## src/rtl/core/mhp_pkg.sv

```systemverilog
package mhp_pkg;

	typedef enum logic [2:0] {
		ROLE_NAME_LEN     = 3'd0,
		ROLE_MOD_NAME     = 3'd1,
		ROLE_EXP_COUNT    = 3'd2,
		ROLE_EXP_NAME_LEN = 3'd3,
		ROLE_EXP_NAME     = 3'd4,
		ROLE_OFFSET_LO    = 3'd5,
		ROLE_OFFSET_HI    = 3'd6,
		ROLE_CODE         = 3'd7
	} role_t;

	localparam logic [1:0] STATUS_NONE      = 2'd0;
	localparam logic [1:0] STATUS_COMPLETE  = 2'd1;
	localparam logic [1:0] STATUS_TRUNCATED = 2'd2;

	typedef struct packed {
		logic [7:0] byte_value;
		logic       is_last;
	} in_item_t;

	typedef struct packed {
		logic [2:0]  byte_role;
		logic        entry_valid;
		logic [7:0]  export_index;
		logic [15:0] export_offset;
		logic [1:0]  end_status;
		logic [15:0] code_start;
	} out_item_t;

endpackage

```

## src/rtl/core/module_header_parser_unit.sv

```systemverilog
// A byte's result passes through the queue and then the output register before it
// is offered, and is taken at a rising edge when the result side is ready.
// One byte is accepted per cycle while the result side keeps up; the parser
// state updates on each accepted byte and a two-entry queue feeds the output register.
// Reset (arst_n low) returns the parser to expecting the module name length,
// clears the position count and empties the queue and output register.
module module_header_parser_unit #(
	parameter int POSITION_BITS = 16
) (
	input  logic               clk,
	input  logic               arst_n,
	input  logic               byte_valid,
	output logic               byte_ready,
	input  mhp_pkg::in_item_t  byte_data,
	output logic               result_valid,
	input  logic               result_ready,
	output mhp_pkg::out_item_t result_data
);
	import mhp_pkg::*;

	logic      take;
	out_item_t front_result;
	out_item_t queue_data;
	logic      queue_full;
	logic      queue_empty;
	logic      queue_pop;

	assign byte_ready = !queue_full;
	assign take       = byte_valid && byte_ready;

	mhp_front #(
		.POSITION_BITS(POSITION_BITS)
	) u_front (
		.clk    (clk),
		.arst_n (arst_n),
		.take   (take),
		.item   (byte_data),
		.result (front_result)
	);

	mhp_queue u_queue (
		.clk       (clk),
		.arst_n    (arst_n),
		.push      (take),
		.push_data (front_result),
		.pop       (queue_pop),
		.pop_data  (queue_data),
		.full      (queue_full),
		.empty     (queue_empty)
	);

	mhp_back u_back (
		.clk          (clk),
		.arst_n       (arst_n),
		.queue_empty  (queue_empty),
		.queue_data   (queue_data),
		.queue_pop    (queue_pop),
		.result_ready (result_ready),
		.result_valid (result_valid),
		.result_data  (result_data)
	);

endmodule

```

## src/rtl/core/mhp_front.sv

```systemverilog
module mhp_front #(
	parameter int POSITION_BITS = 16
) (
	input  logic              clk,
	input  logic              arst_n,
	input  logic              take,
	input  mhp_pkg::in_item_t item,
	output mhp_pkg::out_item_t result
);
	import mhp_pkg::*;

	localparam logic [POSITION_BITS-1:0] POS_ONE = POSITION_BITS'(1);

	role_t                    phase_q, phase_n;
	logic [7:0]               bytes_left_q, bytes_left_n;
	logic [7:0]               exports_left_q, exports_left_n;
	logic [7:0]               export_counter_q, export_counter_n;
	logic [7:0]               offset_low_q, offset_low_n;
	logic [POSITION_BITS-1:0] position_q, position_n;
	logic [POSITION_BITS-1:0] code_start_q, code_start_n;
	logic [POSITION_BITS+15:0] code_start_ext;
	logic                     finish;

	always_ff @(posedge clk or negedge arst_n) begin
		if (!arst_n) begin
			phase_q          <= ROLE_NAME_LEN;
			bytes_left_q     <= '0;
			exports_left_q   <= '0;
			export_counter_q <= '0;
			offset_low_q     <= '0;
			position_q       <= '0;
			code_start_q     <= '0;
		end else if (take) begin
			phase_q          <= phase_n;
			bytes_left_q     <= bytes_left_n;
			exports_left_q   <= exports_left_n;
			export_counter_q <= export_counter_n;
			offset_low_q     <= offset_low_n;
			position_q       <= position_n;
			code_start_q     <= code_start_n;
		end
	end

	always_comb begin
		phase_n          = phase_q;
		bytes_left_n     = bytes_left_q;
		exports_left_n   = exports_left_q;
		export_counter_n = export_counter_q;
		offset_low_n     = offset_low_q;
		code_start_n     = code_start_q;
		finish           = 1'b0;
		result           = '0;
		result.byte_role = phase_q;

		unique case (phase_q)
			ROLE_NAME_LEN: begin
				bytes_left_n = item.byte_value;
				phase_n = (item.byte_value != 8'd0) ? ROLE_MOD_NAME : ROLE_EXP_COUNT;
			end
			ROLE_MOD_NAME: begin
				bytes_left_n = 8'(bytes_left_q - 8'd1);
				if (bytes_left_n == 8'd0) begin
					phase_n = ROLE_EXP_COUNT;
				end
			end
			ROLE_EXP_COUNT: begin
				exports_left_n   = item.byte_value;
				export_counter_n = '0;
				if (item.byte_value != 8'd0) begin
					phase_n = ROLE_EXP_NAME_LEN;
				end else begin
					finish = 1'b1;
				end
			end
			ROLE_EXP_NAME_LEN: begin
				result.export_index = export_counter_q;
				bytes_left_n = item.byte_value;
				phase_n = (item.byte_value != 8'd0) ? ROLE_EXP_NAME : ROLE_OFFSET_LO;
			end
			ROLE_EXP_NAME: begin
				result.export_index = export_counter_q;
				bytes_left_n = 8'(bytes_left_q - 8'd1);
				if (bytes_left_n == 8'd0) begin
					phase_n = ROLE_OFFSET_LO;
				end
			end
			ROLE_OFFSET_LO: begin
				result.export_index = export_counter_q;
				offset_low_n = item.byte_value;
				phase_n = ROLE_OFFSET_HI;
			end
			ROLE_OFFSET_HI: begin
				result.export_index  = export_counter_q;
				result.entry_valid   = 1'b1;
				result.export_offset = {item.byte_value, offset_low_q};
				exports_left_n   = 8'(exports_left_q - 8'd1);
				export_counter_n = 8'(export_counter_q + 8'd1);
				if (exports_left_n == 8'd0) begin
					finish = 1'b1;
				end else begin
					phase_n = ROLE_EXP_NAME_LEN;
				end
			end
			ROLE_CODE: begin
				phase_n = ROLE_CODE;
			end
		endcase

		if (finish) begin
			phase_n      = ROLE_CODE;
			code_start_n = position_q + POS_ONE;
		end
		position_n     = position_q + POS_ONE;
		code_start_ext = {16'd0, code_start_n};

		if (item.is_last) begin
			if (phase_n == ROLE_CODE) begin
				result.end_status = STATUS_COMPLETE;
				result.code_start = code_start_ext[15:0];
			end else begin
				result.end_status = STATUS_TRUNCATED;
			end
			phase_n          = ROLE_NAME_LEN;
			bytes_left_n     = '0;
			exports_left_n   = '0;
			export_counter_n = '0;
			offset_low_n     = '0;
			position_n       = '0;
			code_start_n     = '0;
		end
	end

endmodule

```

## src/rtl/core/mhp_queue.sv

```systemverilog
module mhp_queue (
	input  logic               clk,
	input  logic               arst_n,
	input  logic               push,
	input  mhp_pkg::out_item_t push_data,
	input  logic               pop,
	output mhp_pkg::out_item_t pop_data,
	output logic               full,
	output logic               empty
);
	import mhp_pkg::*;

	out_item_t  entry_q [2];
	logic       wr_ptr_q;
	logic       rd_ptr_q;
	logic [1:0] count_q;

	always_ff @(posedge clk) begin
		if (push) begin
			entry_q[wr_ptr_q] <= push_data;
		end
	end

	always_ff @(posedge clk or negedge arst_n) begin
		if (!arst_n) begin
			wr_ptr_q <= 1'b0;
			rd_ptr_q <= 1'b0;
			count_q  <= '0;
		end else begin
			if (push) begin
				wr_ptr_q <= ~wr_ptr_q;
			end
			if (pop) begin
				rd_ptr_q <= ~rd_ptr_q;
			end
			count_q <= 2'(count_q + {1'b0, push} - {1'b0, pop});
		end
	end

	assign pop_data = entry_q[rd_ptr_q];
	assign full     = (count_q == 2'd2);
	assign empty    = (count_q == 2'd0);

endmodule

```

## src/rtl/core/mhp_back.sv

```systemverilog
module mhp_back (
	input  logic               clk,
	input  logic               arst_n,
	input  logic               queue_empty,
	input  mhp_pkg::out_item_t queue_data,
	output logic               queue_pop,
	input  logic               result_ready,
	output logic               result_valid,
	output mhp_pkg::out_item_t result_data
);
	import mhp_pkg::*;

	logic      valid_q;
	out_item_t data_q;

	assign queue_pop = !queue_empty && (!valid_q || result_ready);

	always_ff @(posedge clk or negedge arst_n) begin
		if (!arst_n) begin
			valid_q <= 1'b0;
		end else if (!valid_q || result_ready) begin
			valid_q <= !queue_empty;
		end
	end

	always_ff @(posedge clk) begin
		if (queue_pop) begin
			data_q <= queue_data;
		end
	end

	assign result_valid = valid_q;
	assign result_data  = data_q;

endmodule

```

## config.mk

```make
export PLATFORM = sky130hd
export DESIGN_NAME = module_header_parser_unit
export DESIGN_NICKNAME = d
export VERILOG_FILES = /design/src/rtl/core/mhp_pkg.sv /design/src/rtl/core/module_header_parser_unit.sv /design/src/rtl/core/mhp_front.sv /design/src/rtl/core/mhp_queue.sv /design/src/rtl/core/mhp_back.sv
export SDC_FILE = /design/constraint.sdc
export NUM_CORES = 1
export LEC_CHECK = 0
export BUFFER_PORTS_ARGS = -buffer_cell sky130_fd_sc_hd__buf_2
export CORE_UTILIZATION = 54
export DETAILED_ROUTE_END_ITERATION = 7
export PLACE_DENSITY_LB_ADDON = 0.12
export SLEW_MARGIN = 20
export SYNTH_ARGS = -nofsm -noshare
export SYNTH_HDL_FRONTEND = slang
export SYNTH_SLANG_ARGS = --single-unit
```

## constraint.sdc

```tcl
create_clock -name clk -period 4.1 [get_ports clk]
set_input_delay 0.205 -clock clk [delete_from_list [all_inputs] [get_ports clk]]
set_output_delay 0.205 -clock clk [all_outputs]
set_load 0.005 [all_outputs]
```

==> impl_metrics.yaml <==
synthesis:
  ys_seq_area_share_pct: 64.6
  yosysTopAreaCell: "edfxtp_1"
  async_flop_share_pct: 34.3
  avgSynthCellArea_sq_um: 12.9
  synth.distinct_cells: 59
  synth.net_count: 734
  ys_warn_count: 0
  synth_cells: 713
  synth_edf_count: 138
  synth.area.top_cells: "edfxtp_1, dfrtp_1, mux2_2, o21ai_0, nand2_1"
  synth_top_flop_cell: "edfxtp_1"
  synthDominantCellAreaShare_pct: 45.0
  synth_seq_cells: 210
  syn_area_sq_mm: 0.00920
final_layout:
  syn_to_final_growth_pct: 13.3
  nets: 793
  post_route_cells_drive_above_1_share_pct: 21.3
  diodes: 0
  fin_cells: 1008
  post-route-util_pct: 62.9
  design_area_sq_mm: 0.0104
cts:
  clock_latency_ns: 0.50
  path_clk_slew_ns: 0.06
  post_cts_buffers: 0
  cts_tree: "done"
  cts.sinks: 210
  cts-root-buf: "clkbuf_16"
  cts_buffers: 22
  htreeDepth: 1
  ctsHoldBuffers: 2
  cts_max_path_buffers: 3
  cts_resized: 0
setup_path:
  slowest_delay_ns: 0.65
  cp-end-kind: "flop"
  slowest_stage: "a21o_2"
  crit_family: "compound AO/OA/AOI/OAI gates"
  rr_startpoint: "u_front.phase_q[0]"
  timing.rr.end: "u_queue.entry_q[0][14]"
  reg2reg_slack_ns: 1.22
  cp_num_buf_inv: 1
  crit_chain: "nand3b_1 -> buf_4 -> nor3_1 -> a21o_2 -> nor2_1 -> a211oi_2"
  crit_arrival_ns: 3.13
  start_kind: "flop"
  r2r_cells: 6
  crit_type: "flop to flop"
  required_ns: 4.35
  path_max_fanout: 33
power_and_ir_drop:
  pwr-share-comb_pct: 23.1
  switchingPower_mw: 2.06
  vdd_drop_max_mv: 0.397
  p_sw_share_pct: 29.9
  power.density_mw_per_mm2: 662
  leakagePower_nw: 3.98
  seq_power_share_pct: 48.4
  finalPower_mw: 6.90
  p_int_mw: 4.84
  clkPwrFrac_pct: 28.4
detailed_routing:
  route.detailed.wl_per_inst_um: 18.2
  drc: 0
  vias: 5812
  drt-total-wl_um: 18300
  first_iter_violations: 413
  first_pass_iters: 5
  viasPerCell: 5.77
  detail-route-antenna-nets: 0
grt:
  grt_start_max_net_pins: 48
  grt_overflow: 0
  grt_pass1_wl_um: 30100
  antenna_found_initial: 0
  grt_util_all_layers_pct: 21.7
  grt_pass1_vias: 5795
sta:
  final.setup_skew_ns: 0.0125
  slew_viol_final: 0
  whs_ns: 0.0534
  max_freq_mhz: 347
  finalSetupViolations: 0
  setup_ws_ns: 1.22
  timing_hold_violations_final: 0
  rsz0062_at_grt: "false"
  worstMarginPinSlew_ns: 1.11
  fin_setup_tns_ns: 0
  relSlewSlack_pct: 25.7
  post-route-period-util_pct: 70.3
  period_needed_ns: 2.88
die:
  rows: 47
  die-area_sq_mm: 0.0176
  die_h_um: 133
  initial_core_util_pct: 55.5
  core_sq_mm: 0.0166
  die_x_um: 133
  io_pins: 61
place:
  dpl.hpwl_um: 11700
  portBuffers: 60
  post-place-cells: 966
  dp_slack_ns: 1.32
  place_congestion: 0.846
  place_area_sq_mm: 0.00966
hold_path:
  hp-class: "input pin to flop"
  hold_depth: 2
  holdCritStartpoint: "byte_data[5]"
  holdPathEnd: "u_front.offset_low_q[4]"
status:
  status: "finished, final reports clean"
flow_run:
  drv_cap: 0
[power by group through the flow]
stage	Combinational [mW]	Clock, mW	Sequential, mW
2_1_floorplan	1.15	0	3.24
3_3_place_gp	1.56	0	3.35
3_5_place_dp	1.61	0	3.38
4_1_cts	1.62	2.00	3.34
5_1_grt	1.77	2.09	3.42
6_report	1.60	1.96	3.34
[layer usage]
metal	share of wire [%]	vias to the layer above	global-route usage [%]
li1	-	2762	-
met1	47	2848	31.0
met2	46	174	34.5
met3	4.9	28	3.33
met4	1.9	0	6.58
met5	0	-	0
[synthesized netlist by cell type (all sizes together), types with 8 or more instances]
| master | n |
|---|---|
| edfxtp | 138 |
| dfrtp | 72 |
| nand2 | 54 |
| nor2 | 51 |
| o21ai | 51 |
| mux2 | 46 |
| a21oi | 26 |
| clkbuf | 25 |
| and2 | 24 |
| inv | 20 |
| nor3 | 20 |
| nand3 | 16 |
| a211oi | 14 |
| nor2b | 13 |
| xnor2 | 12 |
| a22o | 11 |
| xor2 | 11 |
| a31oi | 9 |
| buf | 9 |
| mux2i | 9 |
| and3 | 8 |
| ha | 8 |
[area by class of cell]
class,instances,area [sq um]
Clock buffer,32,669
Sequential cell,210,5950
Inverter,22,82.6
Fill cell,1271,6160
Multi-Input combinational cell,447,3010
Tap cell,220,275
Clock inverter,8,62.6
Timing Repair Buffer,69,373
[placed cells by master, fill, tap and decap left out, types with 4 or more instances in the layout]
cell and count:
a211oi_1 7, a211oi_2 6, a21oi_1 22, a22o_1 11
a22oi_1 5, a31oi_1 9, and2_1 24, and3_1 7
buf_2 60, buf_4 7, clkbuf_16 23, clkbuf_8 6
clkinv_1 6, dfrtp_1 71, edfxtp_1 138, ha_1 8
inv_1 20, mux2_2 46, mux2i_1 9, nand2_1 54
nand3_1 16, nand4_1 4, nor2_1 50, nor2b_1 13
nor3_1 19, nor4_1 5, o21ai_0 48, o22ai_1 4
o311ai_0 6, o31ai_1 6, xnor2_1 12, xor2_1 11
[flip-flops by register name, summed over array words and instances (netlist names), 8 cells and up]
signal and cells:
u_queue.entry_q 92, u_front.code_start_q 16, u_front.position_q 16, u_front.offset_low_q 8, u_front.bytes_left_q 8, u_front.export_counter_q 8
u_front.exports_left_q 8, u_back.result_data 46
[worst register-to-register path, stage by stage, from the launching register on]
cell and delay (ns):
dfrtp_1 0.56, nand3b_1 0.24, buf_4 0.23, nor3_1 0.43, a21o_2 0.65, nor2_1 0.12, a211oi_2 0.42
[cell families (layout without fill, tap and decap cells)]
logic type,count (synthesis),in the layout,share of synthesized area [%]
and+or+nand+nor,217,217,11.9
buffers and inverters,56,131,2.94
DFF,210,210,64.6
muxes,55,55,6.61
adders and majority gates,8,8,1.09
xor gates and xnor gates,23,23,2.19
AOI/OAI and AO/OA,144,144,10.6
[worst max-delay path by stage]
stage | slack, ns | end | depth (start not counted) | startpoint
6_report | 1.22 | u_queue.entry_q[0][14] | 6 | u_front.phase_q[0]
5_1_grt | 1.02 | u_front.code_start_q[15] | 6 | u_front.phase_q[2]
4_1_cts | 1.30 | u_queue.entry_q[0][14] | 7 | u_front.exports_left_q[1]
3_5_place_dp | 1.32 | u_queue.entry_q[1][14] | 7 | u_front.exports_left_q[1]
3_3_place_gp | 1.41 | u_queue.entry_q[0][3] | 6 | u_front.phase_q[0]
2_1_floorplan | 0.25 | u_queue.count_q[1] | 7 | u_queue.count_q[1]
Note: power is estimated with default switching activity, not from simulation.
